==> config.mk <==
export PLATFORM = sky130hd
export DESIGN_NAME = integer_to_radix_ascii_core_flat
export DESIGN_NICKNAME = d
export VERILOG_FILES = /design/src/rtl/ira_pkg.sv /design/src/rtl/ira_if.sv /design/src/rtl/ira_front.sv /design/src/rtl/ira_cmd_queue.sv /design/src/rtl/ira_back.sv /design/src/rtl/integer_to_radix_ascii_core.sv /design/src/flat_wrapper.sv
export SDC_FILE = /design/constraint.sdc
export NUM_CORES = 1
export LEC_CHECK = 0
export CELL_PAD_IN_SITES_DETAIL_PLACEMENT = 0
export CELL_PAD_IN_SITES_GLOBAL_PLACEMENT = 1
export CORE_MARGIN = 2
export CORE_UTILIZATION = 58
export CTS_CLUSTER_DIAMETER = 120
export DETAILED_ROUTE_END_ITERATION = 12
export DONT_BUFFER_PORTS = 1
export HOLD_SLACK_MARGIN = 0.02
export PLACE_DENSITY = 0.95
export REMOVE_ABC_BUFFERS = 1
export SETUP_SLACK_MARGIN = 0.4
export SLEW_MARGIN = 20
export SYNTH_ARGS = -nofsm -noshare
export SYNTH_HDL_FRONTEND = slang
export SYNTH_SLANG_ARGS = --single-unit
==> constraint.sdc <==
create_clock -name clk -period 21 [get_ports clk]
set_input_delay 4.2 -clock clk [delete_from_list [all_inputs] [get_ports clk]]
set_output_delay 4.2 -clock clk [all_outputs]
set_load 0.01 [all_outputs]
==> src/rtl/ira_pkg.sv <==
// Package for the integer to radix ASCII converter: shared constants, the
// command control struct, the back-end state type and the digit encoder.
// No dependencies.
`timescale 1ns / 1ps

package ira_pkg;

  localparam int BASE_W     = 5;
  localparam int CHAR_W     = 7;
  localparam int DIGIT_W    = 4;
  localparam int DIV_CHUNK  = 8;   // quotient bits resolved per divider cycle

  localparam logic [BASE_W-1:0]  RADIX_MIN = 5'd2;
  localparam logic [BASE_W-1:0]  RADIX_MAX = 5'd16;
  localparam logic [BASE_W-1:0]  RADIX_DEC = 5'd10;

  localparam logic [DIGIT_W-1:0] FIRST_LETTER_DIGIT = 4'd10;

  localparam logic [CHAR_W-1:0]  CHAR_ZERO  = 7'h30;
  localparam logic [CHAR_W-1:0]  CHAR_A     = 7'h41;
  localparam logic [CHAR_W-1:0]  CHAR_MINUS = 7'h2D;
  localparam logic [CHAR_W-1:0]  CHAR_NONE  = 7'h00;

  typedef struct packed {
    logic [BASE_W-1:0] radix;
    logic              minus;
    logic              empty;
  } cmd_ctl_t;

  typedef enum logic [2:0] {
    ST_IDLE,
    ST_DIV,
    ST_SIGN,
    ST_READ,
    ST_SHOW,
    ST_EMPTY
  } back_state_t;

  function automatic logic [CHAR_W-1:0] digit_char(input logic [DIGIT_W-1:0] d);
    if (d >= FIRST_LETTER_DIGIT) begin
      return CHAR_A + CHAR_W'(d - FIRST_LETTER_DIGIT);
    end
    return CHAR_ZERO + CHAR_W'(d);
  endfunction

endpackage

==> src/rtl/ira_if.sv <==
// Handshake interfaces for the converter: input items and result characters.
// Depends on ira_pkg.
`timescale 1ns / 1ps

interface ira_in_if import ira_pkg::*; #(
  parameter int VALUE_WIDTH = 32
) ();
  logic                          valid;
  logic                          ready;
  logic signed [VALUE_WIDTH-1:0] value;
  logic        [BASE_W-1:0]      base;

  modport source (output valid, value, base, input ready);
  modport sink   (input valid, value, base, output ready);
endinterface

interface ira_out_if import ira_pkg::*; ();
  logic              valid;
  logic              ready;
  logic [CHAR_W-1:0] character;
  logic              last;
  logic              empty_res;

  modport source (output valid, character, last, empty_res, input ready);
  modport sink   (input valid, character, last, empty_res, output ready);
endinterface

==> src/rtl/ira_front.sv <==
// Front end: takes input items and classifies them into a radix, a magnitude
// and sign/empty flags for the command queue. Depends on ira_pkg, ira_if.
`timescale 1ns / 1ps

module ira_front import ira_pkg::*; #(
  parameter int VALUE_WIDTH = 32
) (
  ira_in_if.sink                 items,
  output logic                   cmd_valid,
  input  logic                   cmd_ready,
  output cmd_ctl_t               cmd_ctl,
  output logic [VALUE_WIDTH-1:0] cmd_mag
);

  logic [VALUE_WIDTH-1:0] raw;
  logic                   negative;
  logic                   base_ok;

  assign raw      = $unsigned(items.value);
  assign negative = raw[VALUE_WIDTH-1];
  assign base_ok  = (items.base >= RADIX_MIN) && (items.base <= RADIX_MAX);

  assign cmd_valid   = items.valid;
  assign items.ready = cmd_ready;

  always_comb begin
    if (base_ok) begin
      cmd_ctl.radix = items.base;
      cmd_ctl.minus = 1'b0;
      cmd_ctl.empty = negative;
      cmd_mag       = raw;
    end else begin
      // signed decimal fallback; the most negative value negates to itself
      cmd_ctl.radix = RADIX_DEC;
      cmd_ctl.minus = negative;
      cmd_ctl.empty = 1'b0;
      cmd_mag       = negative ? (~raw + 1'b1) : raw;
    end
  end

endmodule

==> src/rtl/ira_cmd_queue.sv <==
// Two-entry command queue between front and back ends.
// No dependencies beyond the standard library of types.
`timescale 1ns / 1ps

module ira_cmd_queue #(
  parameter int WIDTH = 39
) (
  input  logic             clk,
  input  logic             rst,
  input  logic             push_valid,
  output logic             push_ready,
  input  logic [WIDTH-1:0] push_data,
  output logic             pop_valid,
  input  logic             pop_ready,
  output logic [WIDTH-1:0] pop_data
);

  logic [WIDTH-1:0] slot [2];
  logic             wr_ptr;
  logic             rd_ptr;
  logic [1:0]       fill;
  logic             push;
  logic             pop;

  assign push_ready = (fill != 2'd2);
  assign pop_valid  = (fill != 2'd0);
  assign pop_data   = slot[rd_ptr];
  assign push       = push_valid && push_ready;
  assign pop        = pop_valid && pop_ready;

  always_ff @(posedge clk) begin
    if (rst) begin
      wr_ptr <= 1'b0;
      rd_ptr <= 1'b0;
      fill   <= 2'd0;
    end else begin
      if (push) begin
        wr_ptr <= ~wr_ptr;
      end
      if (pop) begin
        rd_ptr <= ~rd_ptr;
      end
      if (push && !pop) begin
        fill <= fill + 2'd1;
      end else if (pop && !push) begin
        fill <= fill - 2'd1;
      end
    end
  end

  always_ff @(posedge clk) begin
    if (push) begin
      slot[wr_ptr] <= push_data;
    end
  end

endmodule

==> src/rtl/ira_back.sv <==
// Back end: iterative divider filling the digit store, then reverse read-out
// of the digits as ASCII transfers. Depends on ira_pkg, ira_if.
`timescale 1ns / 1ps

module ira_back import ira_pkg::*; #(
  parameter int DIGIT_STORE_DEPTH = 32,
  parameter int VALUE_WIDTH       = 32
) (
  input  logic                   clk,
  input  logic                   rst,
  input  logic                   cmd_valid,
  output logic                   cmd_ready,
  input  cmd_ctl_t               cmd_ctl,
  input  logic [VALUE_WIDTH-1:0] cmd_mag,
  ira_out_if.source              results
);

  localparam int STEPS = (VALUE_WIDTH + DIV_CHUNK - 1) / DIV_CHUNK;
  localparam int PW    = STEPS * DIV_CHUNK;
  localparam int SW    = (STEPS > 1) ? $clog2(STEPS) : 1;
  localparam int AW    = $clog2(DIGIT_STORE_DEPTH);
  localparam int CW    = $clog2(DIGIT_STORE_DEPTH + 1);

  back_state_t          state;
  back_state_t          state_next;
  logic [PW-1:0]        work;
  logic [PW-1:0]        work_next;
  logic [DIGIT_W-1:0]   rem;
  logic [DIGIT_W-1:0]   rem_next;
  logic [BASE_W-1:0]    radix;
  logic                 minus;
  logic [CW-1:0]        count;
  logic [CW-1:0]        count_dec;
  logic [SW-1:0]        step;
  logic [DIGIT_W-1:0]   rd_data;
  logic [DIGIT_W-1:0]   store [DIGIT_STORE_DEPTH];
  logic [DIV_CHUNK-1:0] chunk;
  logic [DIV_CHUNK-1:0] q;
  logic                 last_step;
  logic                 quot_zero;
  logic                 room;

  assign chunk     = work[PW-1 -: DIV_CHUNK];
  assign work_next = (work << DIV_CHUNK) | PW'(q);
  assign last_step = (step == SW'(STEPS - 1));
  assign quot_zero = (work_next == '0);
  assign count_dec = count - 1'b1;
  assign room      = (count < CW'(DIGIT_STORE_DEPTH));

  // restoring division, one quotient bit per inner step
  always_comb begin : div_chunk
    logic [DIGIT_W:0]   t;
    logic [DIGIT_W-1:0] r;
    r = rem;
    q = '0;
    for (int i = DIV_CHUNK - 1; i >= 0; i--) begin
      t = {r, chunk[i]};
      if (t >= radix) begin
        t    = t - radix;
        q[i] = 1'b1;
      end
      r = t[DIGIT_W-1:0];
    end
    rem_next = r;
  end

  always_ff @(posedge clk) begin
    if (rst) begin
      state <= ST_IDLE;
    end else begin
      state <= state_next;
    end
  end

  always_comb begin
    state_next        = state;
    cmd_ready         = 1'b0;
    results.valid     = 1'b0;
    results.character = CHAR_NONE;
    results.last      = 1'b0;
    results.empty_res = 1'b0;
    unique case (state)
      ST_IDLE: begin
        cmd_ready = 1'b1;
        if (cmd_valid) begin
          state_next = cmd_ctl.empty ? ST_EMPTY : ST_DIV;
        end
      end
      ST_DIV: begin
        if (last_step && quot_zero) begin
          state_next = minus ? ST_SIGN : ST_READ;
        end
      end
      ST_SIGN: begin
        results.valid     = 1'b1;
        results.character = CHAR_MINUS;
        if (results.ready) begin
          state_next = ST_READ;
        end
      end
      ST_READ: begin
        state_next = ST_SHOW;
      end
      ST_SHOW: begin
        results.valid     = 1'b1;
        results.character = digit_char(rd_data);
        results.last      = (count == '0);
        if (results.ready) begin
          state_next = (count == '0) ? ST_IDLE : ST_READ;
        end
      end
      ST_EMPTY: begin
        results.valid     = 1'b1;
        results.last      = 1'b1;
        results.empty_res = 1'b1;
        if (results.ready) begin
          state_next = ST_IDLE;
        end
      end
      default: begin
        state_next = ST_IDLE;
      end
    endcase
  end

  always_ff @(posedge clk) begin
    if (rst) begin
      count <= '0;
    end else begin
      unique case (state)
        ST_IDLE: begin
          if (cmd_valid) begin
            work  <= PW'(cmd_mag);
            radix <= cmd_ctl.radix;
            minus <= cmd_ctl.minus;
            rem   <= '0;
            step  <= '0;
            count <= '0;
          end
        end
        ST_DIV: begin
          work <= work_next;
          if (last_step) begin
            step <= '0;
            rem  <= '0;
            if (room) begin
              count <= count + 1'b1;
            end
          end else begin
            step <= step + 1'b1;
            rem  <= rem_next;
          end
        end
        ST_READ: begin
          count <= count_dec;
        end
        default: begin
        end
      endcase
    end
  end

  // digit store: one write port, one registered read port
  always_ff @(posedge clk) begin
    if (state == ST_DIV && last_step && room) begin
      store[count[AW-1:0]] <= rem_next;
    end
    if (state == ST_READ) begin
      rd_data <= store[count_dec[AW-1:0]];
    end
  end

  a_count_bound: assert property (@(posedge clk) disable iff (rst)
    count <= CW'(DIGIT_STORE_DEPTH))
    else $error("digit count beyond store depth");

  a_sign_has_digits: assert property (@(posedge clk) disable iff (rst)
    (state == ST_SIGN || state == ST_READ) |-> count != '0)
    else $error("read-out started with no stored digit");

  a_fill_leaves_digit: assert property (@(posedge clk) disable iff (rst)
    (state == ST_DIV && last_step && quot_zero) |=> count != '0)
    else $error("conversion finished with an empty store");

  a_show_holds: assert property (@(posedge clk) disable iff (rst)
    (state == ST_SHOW && !results.ready) |=> state == ST_SHOW && $stable(rd_data))
    else $error("stalled digit transfer changed");

endmodule

==> src/rtl/integer_to_radix_ascii_core.sv <==
// Top level of the integer to radix ASCII converter: front end, command
// queue and back end. Depends on ira_pkg, ira_if, ira_front, ira_cmd_queue, ira_back.
//
//   channel   dir   payload                          transfer when
//   items     in    value[VALUE_WIDTH], base[5]      items.valid & items.ready
//   results   out   character[7], last, empty_res    results.valid & results.ready
//
// Items are taken one a cycle until the two-entry queue is full.
// Per item: a pop from the queue, then the divider fills the digit store,
// then each character follows a registered store read, after a minus sign
// for a negative value with an invalid base. A negative value with a valid
// base gives only an empty result. The default worst case is base 2, 31 digits.
// Reset is synchronous and clears queue and back-end control; a stalled
// result holds the back end while the front keeps filling the queue.
`timescale 1ns / 1ps

module integer_to_radix_ascii_core import ira_pkg::*; #(
  parameter int DIGIT_STORE_DEPTH = 32,
  parameter int VALUE_WIDTH       = 32
) (
  input logic       clk,
  input logic       rst,
  ira_in_if.sink    items,
  ira_out_if.source results
);

  localparam int QW = VALUE_WIDTH + $bits(cmd_ctl_t);

  logic                   f_valid;
  logic                   f_ready;
  cmd_ctl_t               f_ctl;
  logic [VALUE_WIDTH-1:0] f_mag;
  logic                   b_valid;
  logic                   b_ready;
  logic [QW-1:0]          b_data;
  cmd_ctl_t               b_ctl;
  logic [VALUE_WIDTH-1:0] b_mag;

  assign b_ctl = b_data[QW-1:VALUE_WIDTH];
  assign b_mag = b_data[VALUE_WIDTH-1:0];

  ira_front #(
    .VALUE_WIDTH (VALUE_WIDTH)
  ) u_front (
    .items     (items),
    .cmd_valid (f_valid),
    .cmd_ready (f_ready),
    .cmd_ctl   (f_ctl),
    .cmd_mag   (f_mag)
  );

  ira_cmd_queue #(
    .WIDTH (QW)
  ) u_queue (
    .clk        (clk),
    .rst        (rst),
    .push_valid (f_valid),
    .push_ready (f_ready),
    .push_data  ({f_ctl, f_mag}),
    .pop_valid  (b_valid),
    .pop_ready  (b_ready),
    .pop_data   (b_data)
  );

  ira_back #(
    .DIGIT_STORE_DEPTH (DIGIT_STORE_DEPTH),
    .VALUE_WIDTH       (VALUE_WIDTH)
  ) u_back (
    .clk       (clk),
    .rst       (rst),
    .cmd_valid (b_valid),
    .cmd_ready (b_ready),
    .cmd_ctl   (b_ctl),
    .cmd_mag   (b_mag),
    .results   (results)
  );

endmodule

==> src/flat_wrapper.sv <==
// flat-port wrapper written by rule: the top's interface ports become plain ports
module integer_to_radix_ascii_core_flat import ira_pkg::*;
#(
  parameter int DIGIT_STORE_DEPTH = 32,
  parameter int VALUE_WIDTH       = 32
)
  (clk, rst, items_valid, items_value, items_base, items_ready, results_valid, results_character, results_last, results_empty_res, results_ready);
  ira_in_if #(.VALUE_WIDTH(VALUE_WIDTH)) items_i ();
  ira_out_if results_i ();
  input logic clk;
  input logic rst;
  input wire logic [$bits(items_i.valid)-1:0] items_valid;
  input wire logic [$bits(items_i.value)-1:0] items_value;
  input wire logic [$bits(items_i.base)-1:0] items_base;
  output wire logic [$bits(items_i.ready)-1:0] items_ready;
  output wire logic [$bits(results_i.valid)-1:0] results_valid;
  output wire logic [$bits(results_i.character)-1:0] results_character;
  output wire logic [$bits(results_i.last)-1:0] results_last;
  output wire logic [$bits(results_i.empty_res)-1:0] results_empty_res;
  input wire logic [$bits(results_i.ready)-1:0] results_ready;
  assign items_i.valid = items_valid;
  assign items_i.value = items_value;
  assign items_i.base = items_base;
  assign items_ready = items_i.ready;
  assign results_valid = results_i.valid;
  assign results_character = results_i.character;
  assign results_last = results_i.last;
  assign results_empty_res = results_i.empty_res;
  assign results_i.ready = results_ready;
  integer_to_radix_ascii_core #(.DIGIT_STORE_DEPTH(DIGIT_STORE_DEPTH), .VALUE_WIDTH(VALUE_WIDTH)) u_core (.clk(clk), .rst(rst), .items(items_i), .results(results_i));
endmodule
==> results by group, run 1 <==
Run status
  • Status: finished, final reports clean

STA
  • Slew @ Worst Pin: 0.976 ns
  • Fin crit period: 13.26 ns
  • Max Clk Rate: ~0.075 GHz
  • Setup-failing EPs final: 0
  • Final Max Tran Viols: 0
  • Setup Skew: a little over 0.008 ns
  • Fin. Hold Viols: 0
  • Slew headroom: 0.344
  • Crit share post-route: 0.632
  • RSZ-0062 raised after global routing: no
  • Setup TNS: 0 ns

Floorplanning
  • Die W: 156 µm
  • Starting Density: 0.590
  • Die Y: between 150 and 200 µm
  • Core area: 22600 µm²
  • Site Rows: 55
  • IO Count: 52
  • Die ar.: 24200 µm²

Clock network
  • H-Tree Depth: 1
  • Clock buffer count from CTS: 26
  • Reg clk slew, reported paths: 0.06 ns
  • CTS Sinks: 268
  • CTS resizes: 0
  • Post-CTS setup buffers: 0
  • Root Buffer: clkbuf_16
  • Post-CTS Hold Buffers: 0
  • Longest Clk Path Bufs: 3
  • Skew-Pair Late Insertion Delay: 0.53 ns
  • CTS tree: built

Cells and area
  • Fill cell count: 1576
  • Diode count: 0
  • Area grow syn2layout: 8.66%
  • Nets@finish: approximately 1100
  • Ratio of cells with drive above 1 in the final layout: 0.139
  • Reg area: 7910 µm²
  • Multi-input gate area in the final layout: 5180 µm²

Min path
  • Cell count of the worst hold path: 2
  • Hold Crit Class: register to register

GRT
  • Initial antenna violation count: 0
  • Largest net degree at the start of global routing: 70
  • Remaining Overflow, GRT: 0
  • First-pass GRT wire length: 42700 µm
  • Vias in the first global route: 7928
  • Gr usage total: 0.227

Drt
  • Routed vias/inst: 6.21
  • Via count: 7963
  • Post-route DRC: 0
  • Drt first pass iters: 7
  • Final wirelength: around 27000 µm
  • Routed Antenna Nets: 0
  • Wirelength per Cell: 21.2 µm
  • Drt first-iter violations: 655

Critical path
  • Crit. path cell count: between 40 and 50
  • FF-to-FF path depth: 48
  • Critical Path RT: roughly 21 ns
  • CP Class: register to register
  • Crit-path leading delay family: compound AO/OA/AOI/OAI gates
  • Critical Path End Type: register
  • Buffers plus inverters on the worst setup path: 7
  • Crit-path max FO: 33
  • Max stage delay cell, worst path: o31ai_1
  • Worst Setup Start Kind: register
  • Critical Path AT: ~14 ns
  • Top cell by count, worst path: ha_1
  • Worst path max stage delay: 0.83 ns

Logic synthesis
  • Count of cell types in the netlist: 59
  • Yosys top cell by area: edfxtp_1
  • Top FF cell, synth: edfxtp_1
  • Post-synth top area share: 0.571
  • Number of synthesis warnings: 0
  • Synth top area cells: edfxtp_1 (57%), mux4_2 (6.7%), ha_1 (5.0%), xnor2_1 (3.0%), mux2i_1 (2.9%)
  • Synthesized area per cell: 13.7 µm²
  • Seq cells post-synth: 268
  • Async SR Flop Fraction: 0
  • Cells after Synth: 977
  • EDFF count, synth: 254
  • Synth Cell Area: 13400 µm²
  • Sequential area share after synthesis: 0.592

Placement
  • Final HPWL DP: 18300 µm
  • GPL Wtd Cong: 0.851
  • Number of buffers added on ports: 0

Run
  • Max_cap viols: 0
cell usage in the layout, fill, tap and decap left out, types with 7 or more instances in the layout:
master	count
edfxtp_1	254
nor2_1	67
nand2_1	64
o21ai_0	57
ha_1	53
xnor2_1	46
inv_1	45
mux4_2	40
mux2i_1	39
a21oi_1	37
clkbuf_16	27
mux2_2	22
nor3_1	16
a21o_1	15
xor2_1	14
nand2b_1	12
dfxtp_1	12
nor2b_1	9
nor4_1	9
o31ai_1	9
nand3_1	9
fa_1	8
a22oi_1	7
buf_4	7
path summary, 6_finish.rpt:
| kind | start | end | slack (ns) |
|---|---|---|---|
| setup / recovery | u_core.u_back.radix[1] | u_core.u_back.rem[1] | 7.74 |
| hold / removal | u_core.u_queue.fill[1] | u_core.u_queue.fill[1] | 0.52 |
| setup reg to reg | u_core.u_back.radix[1] | u_core.u_back.rem[1] | 7.74 |
| hold reg to reg | u_core.u_queue.fill[1] | u_core.u_queue.fill[1] | 0.52 |
registers in the layout (all words and copies together) (netlist names), named ones only:
register,flops
u_core.u_back.minus,1
u_core.u_back.store,128
u_core.u_queue.wr_ptr,1
u_core.u_back.radix,5
u_core.u_back.step,2
u_core.u_back.rem,4
u_core.u_back.rd_data,4
u_core.u_back.state,3
u_core.u_queue.slot,78
u_core.u_queue.rd_ptr,1
u_core.u_back.work,32
u_core.u_back.count,6
u_core.u_queue.fill,2
worst min-delay path: cells and delay by family (launching register included):
kind / cells / cell delay, ns
compound gates: 2 / 0.14
flops: 1 / 0.33
final cells by class:
| type | instances | share of cell area |
|---|---|---|
| sequential | 268 | 0.545 |
| multi-input combinational | 628 | 0.357 |
| timing repair buffer | 8 | 0.00500 |
| inverter | 45 | 0.0116 |
| clock buffer | 30 | 0.0474 |
| clock inverter | 18 | 0.00923 |
| tap | 285 | 0.0246 |
through the flow:
stage | utilization | hold WS [ns] | setup WS [ns] | cell area [µm²] | std cells
finish | 0.641 | 0.516 | 7.74 | 14500 | 1282
global placement | 0.603 | 0.485 | 8.35 | 13700 | 1233
floorplan | - | 0.466 | 9.73 | 13200 | 941
detailed placement | 0.603 | 0.496 | 7.68 | 13700 | 1233
CTS | 0.639 | 0.519 | 7.63 | 14500 | 1281
global route | 0.641 | 0.530 | 6.50 | 14500 | 1282
synth_stat cells, types with 3 or more instances:
| cell type | count |
|---|---|
| o41ai_1 | 3 |
| clkbuf_1 | 29 |
| or2_2 | 4 |
| xnor2_1 | 46 |
| a21oi_1 | 39 |
| nand3_1 | 10 |
| o21ai_0 | 57 |
| a31oi_1 | 6 |
| buf_1 | 6 |
| nor3b_1 | 5 |
| mux2_2 | 22 |
| mux4_2 | 40 |
| dfxtp_1 | 14 |
| nor2b_1 | 9 |
| or3_1 | 6 |
| a2111oi_0 | 5 |
| ha_1 | 53 |
| a22oi_1 | 7 |
| a211oi_1 | 3 |
| nor2_1 | 68 |
| a21o_1 | 15 |
| fa_1 | 8 |
| xor2_1 | 14 |
| o31ai_1 | 9 |
| nand2b_1 | 12 |
| and2_1 | 6 |
| o21a_1 | 4 |
| nor4_1 | 9 |
| or4_1 | 5 |
| nand3b_1 | 6 |
| edfxtp_1 | 254 |
| o22ai_1 | 5 |
| nand2_1 | 64 |
| mux2i_1 | 39 |
| o21ai_1 | 5 |
| nor3_1 | 16 |
| inv_1 | 45 |
logic make-up (layout without fill, tap and decap cells):
family / Yosys count / in the layout / synth area share
fa+ha+maj: 61 / 61 / 0.0617
flops: 268 / 268 / 0.592
buf+inv: 81 / 101 / 0.0229
simple gates: 232 / 232 / 0.0858
compound gates: 174 / 174 / 0.0828
mux: 101 / 101 / 0.115
xor+xnor: 60 / 60 / 0.0394
metal layers:
metal | track usage | routed length [µm]
met5 | 0 | 0
met4 | 0.0782 | 746
met3 | 0.0425 | 2050
met2 | 0.370 | 13000
met1 | 0.311 | 11400
Power of run 1 is left out: the tool's default activity adds up to more than one toggle a clock period on the data nets, which glitch-free logic cannot reach.
==> run 2, diff against run 1 <==
ABC_AREA = 1   (was default)
CORE_UTILIZATION = 46   (was 58)
PLACE_DENSITY = 0.87   (was 0.95)
clock period = 11.76 ns   (was 21 ns; I/O delays follow)
==> run 2 against run 1 <==
Against the previous run:
- fmax is 30% higher
- first-iteration DRC count is 12% higher
- non-clock buffer count is 8 higher
- highest routed layer unchanged
- register-to-register slack worse by 6.2 ns
- critical path type unchanged
- via count is 21% higher
- flip-flop and latch count stayed put
==> results by group, run 2 <==
Cells and area
  • Max reg flops: 128 (unchanged)
  • Nets@finish: 1520 (+41%)
  • Most frequent cells in the layout: edfxtp_1 (254), nand2_1 (237), nor2_1 (199), inv_1 (170), o21ai_0 (164)
  • Area grow syn2layout: 9.90%
  • Multi-input gate area in the final layout: 5190 µm² (+0.17%)
  • Commonest non-fill, non-tap cell in the layout: edfxtp_1
  • Diode count: 0 (unchanged)
  • Ratio of cells with drive above 1 in the final layout: 0.0828 (-0.0567)
  • Fill cell count: 2592 (+64%)
  • Reg area: 7910 µm² (unchanged)

Critical path
  • Critical Path End Type: register
  • CP Class: register to register
  • Worst Setup Start Kind: register
  • Critical Path RT: 12.02 ns (-9.34 ns)
  • Crit-path max FO: 16 (-52%)
  • Top cell by count, worst path: nand2_1
  • Worst path max stage delay: 0.41 ns (-0.42 ns)
  • FF-to-FF Start: u_core.u_back.radix[2]
  • Critical Path AT: 10.46 ns (-3.16 ns)
  • Worst Setup SP: u_core.u_back.radix[2]
  • Max stage delay cell, worst path: ha_1

Drt
  • Routed Antenna Nets: 0 (unchanged)
  • Via count: 9642 (+21%)
  • Drt first pass iters: 7 (unchanged)
  • Drt first-iter violations: 735 (+12%)
  • Post-route DRC: 0 (unchanged)
  • Routed vias/inst: 5.27 (-15%)
  • Final wirelength: 29000 µm (+6.9%)
  • Wirelength per Cell: 15.9 µm (-25%)

Logic synthesis
  • Count leader, synth: edfxtp_1
  • Count of cell types in the netlist: 49 (-17%)
  • Post-synth top area share: 0.546 (-0.0250)
  • Number of synthesis warnings: 0 (unchanged)
  • Synthesized area per cell: 9.86 µm² (-28%)
  • Seq cells post-synth: 268 (unchanged)
  • Synth top area cells: edfxtp_1 (55%), nand2_1 (6.5%), o21ai_0 (5.9%), nor2_1 (5.4%), ha_1 (4.7%)
  • Top post-synthesis cells by count: edfxtp_1 (254), nand2_1 (240), nor2_1 (201)
  • EDFF count, synth: 254 (unchanged)
  • Yosys top cell by area: edfxtp_1
  • Synth Cell Area: 14000 µm² (+4.6%)
  • Cells after Synth: 1416 (+45%)
  • Top FF cell, synth: edfxtp_1
  • Async SR Flop Fraction: 0 (unchanged)
  • Sequential area share after synthesis: 0.566 (-0.0259)

STA
  • Max Clk Rate: 0.0981 GHz (+30%)
  • Slew headroom: 0.433 (+0.0895)
  • Setup Skew: 0.0207 ns (+0.0125 ns)
  • Setup TNS: 0 ns (unchanged)
  • Fin. Hold Viols: 0 (unchanged)
  • Fin crit period: 10.19 ns (-3.07 ns)
  • Slew @ Worst Pin: 0.848 ns (-0.128 ns)
  • Final Max Tran Viols: 0 (unchanged)
  • RSZ-0062 raised after global routing: no
  • Crit share post-route: 0.867 (+0.235)
  • Setup-failing EPs final: 0 (unchanged)
  • Setup WS post-layout: 1.57 ns (-6.17 ns)

Floorplanning
  • IO Count: 52 (unchanged)
  • Site Rows: 63 (+15%)
  • Die Y: 178 µm (+14%)
  • Die W: 178 µm (+14%)
  • Die ar.: 31800 µm² (+31%)
  • Core area: 29800 µm² (+32%)
  • Starting Density: 0.469 (-0.121)

Placement
  • GPL Wtd Cong: 0.867 (+1.9%)
  • Dpl ws: 0.822 ns (-6.86 ns)
  • Final HPWL DP: 20000 µm (+8.8%)
  • Number of buffers added on ports: 0 (unchanged)

GRT
  • Largest net degree at the start of global routing: 69 (-1.4%)
  • Vias in the first global route: 9209 (+16%)
  • Initial antenna violation count: 0 (unchanged)
  • Remaining Overflow, GRT: 0 (unchanged)
  • First-pass GRT wire length: 46700 µm (+9.4%)
  • Gr usage total: 0.185 (-0.0418)

Clock network
  • Root Buffer: clkbuf_16
  • CTS Sinks: 268 (unchanged)
  • Longest Clk Path Bufs: 3 (unchanged)
  • CTS tree: built
  • Reg clk slew, reported paths: 0.06 ns (about the same)
  • Clock buffer count from CTS: 27 (+3.8%)
  • H-Tree Depth: 1 (unchanged)
  • Skew-Pair Late Insertion Delay: 0.54 ns (about the same)

Run status
  • Status: finished, final reports clean

Run
  • Max_cap viols: 0 (unchanged)

Min path
  • Hold Crit Class: register to register
  • Hold_sp: u_core.u_queue.rd_ptr
## run 2: per-layer routing
| metal | GRT usage | wire length (µm) | vias to the layer above |
|---|---|---|---|
| li1 | - | - | 4818 |
| met1 | 0.261 | 13200 | 4476 |
| met2 | 0.302 | 13300 | 299 |
| met3 | 0.0264 | 1870 | 49 |
| met4 | 0.0498 | 728 | 0 |
| met5 | 0 | 0 | - |
## run 2: worst max-delay path, delay by kind of cell (launching register included)
| family | cells | cell delay (ns) |
|---|---|---|
| adders and majority gates | 8 | 2.53 |
| AOI/OAI and AO/OA | 7 | 1.14 |
| and+or+nand+nor | 39 | 4.17 |
| buffers and inverters | 13 | 1.73 |
| DFF | 1 | 0.37 |
## run 2: worst paths after layout
kind              slack [ns]  cells past startpoint                   endpoint
hold reg to reg         0.47                      2                   register
setup / recovery        1.57                     67  u_core.u_back.store[9][0]
hold / removal          0.47                      2                   register
setup reg to reg        1.57                     67  u_core.u_back.store[9][0]
## run 2: timing repair
action / CTS / global route
resized for setup: 0 / 15
endpoints found under the setup margin: 0 / 135
buffers inserted: 0 / 9
hold buffers: 0 / 0
## run 2: stage by stage
stage               instances  utilization  hold WS [ns]  instance area, µm²
floorplan                1372            -         0.447               13700
global placement         1766        0.479         0.446               14300
detailed placement       1769        0.481         0.460               14300
CTS                      1818        0.511         0.468               15200
global route             1828        0.515         0.501               15300
finish                   1828        0.515         0.466               15300
## run 2: layout make-up
cell class / instances / area share
clock buffer: 29 / 0.0445
clock inverter: 20 / 0.0127
inverter: 182 / 0.0457
multi-input combinational: 922 / 0.338
sequential: 268 / 0.516
tap: 390 / 0.0318
timing repair buffer: 16 / 0.0113
timing repair inverter: 1 / 0.000489
## run 2: logic make-up (layout without fill, tap and decap cells)
group,after synthesis,after routing,share of synthesized area
DFF,268,268,0.566
buffers and inverters,226,248,0.0658
and+or+nand+nor,524,524,0.156
xor gates and xnor gates,49,49,0.0321
AOI/OAI and AO/OA,274,274,0.110
muxes,14,14,0.0107
adders and majority gates,61,61,0.0590
Power of run 2 is left out for the same reason.
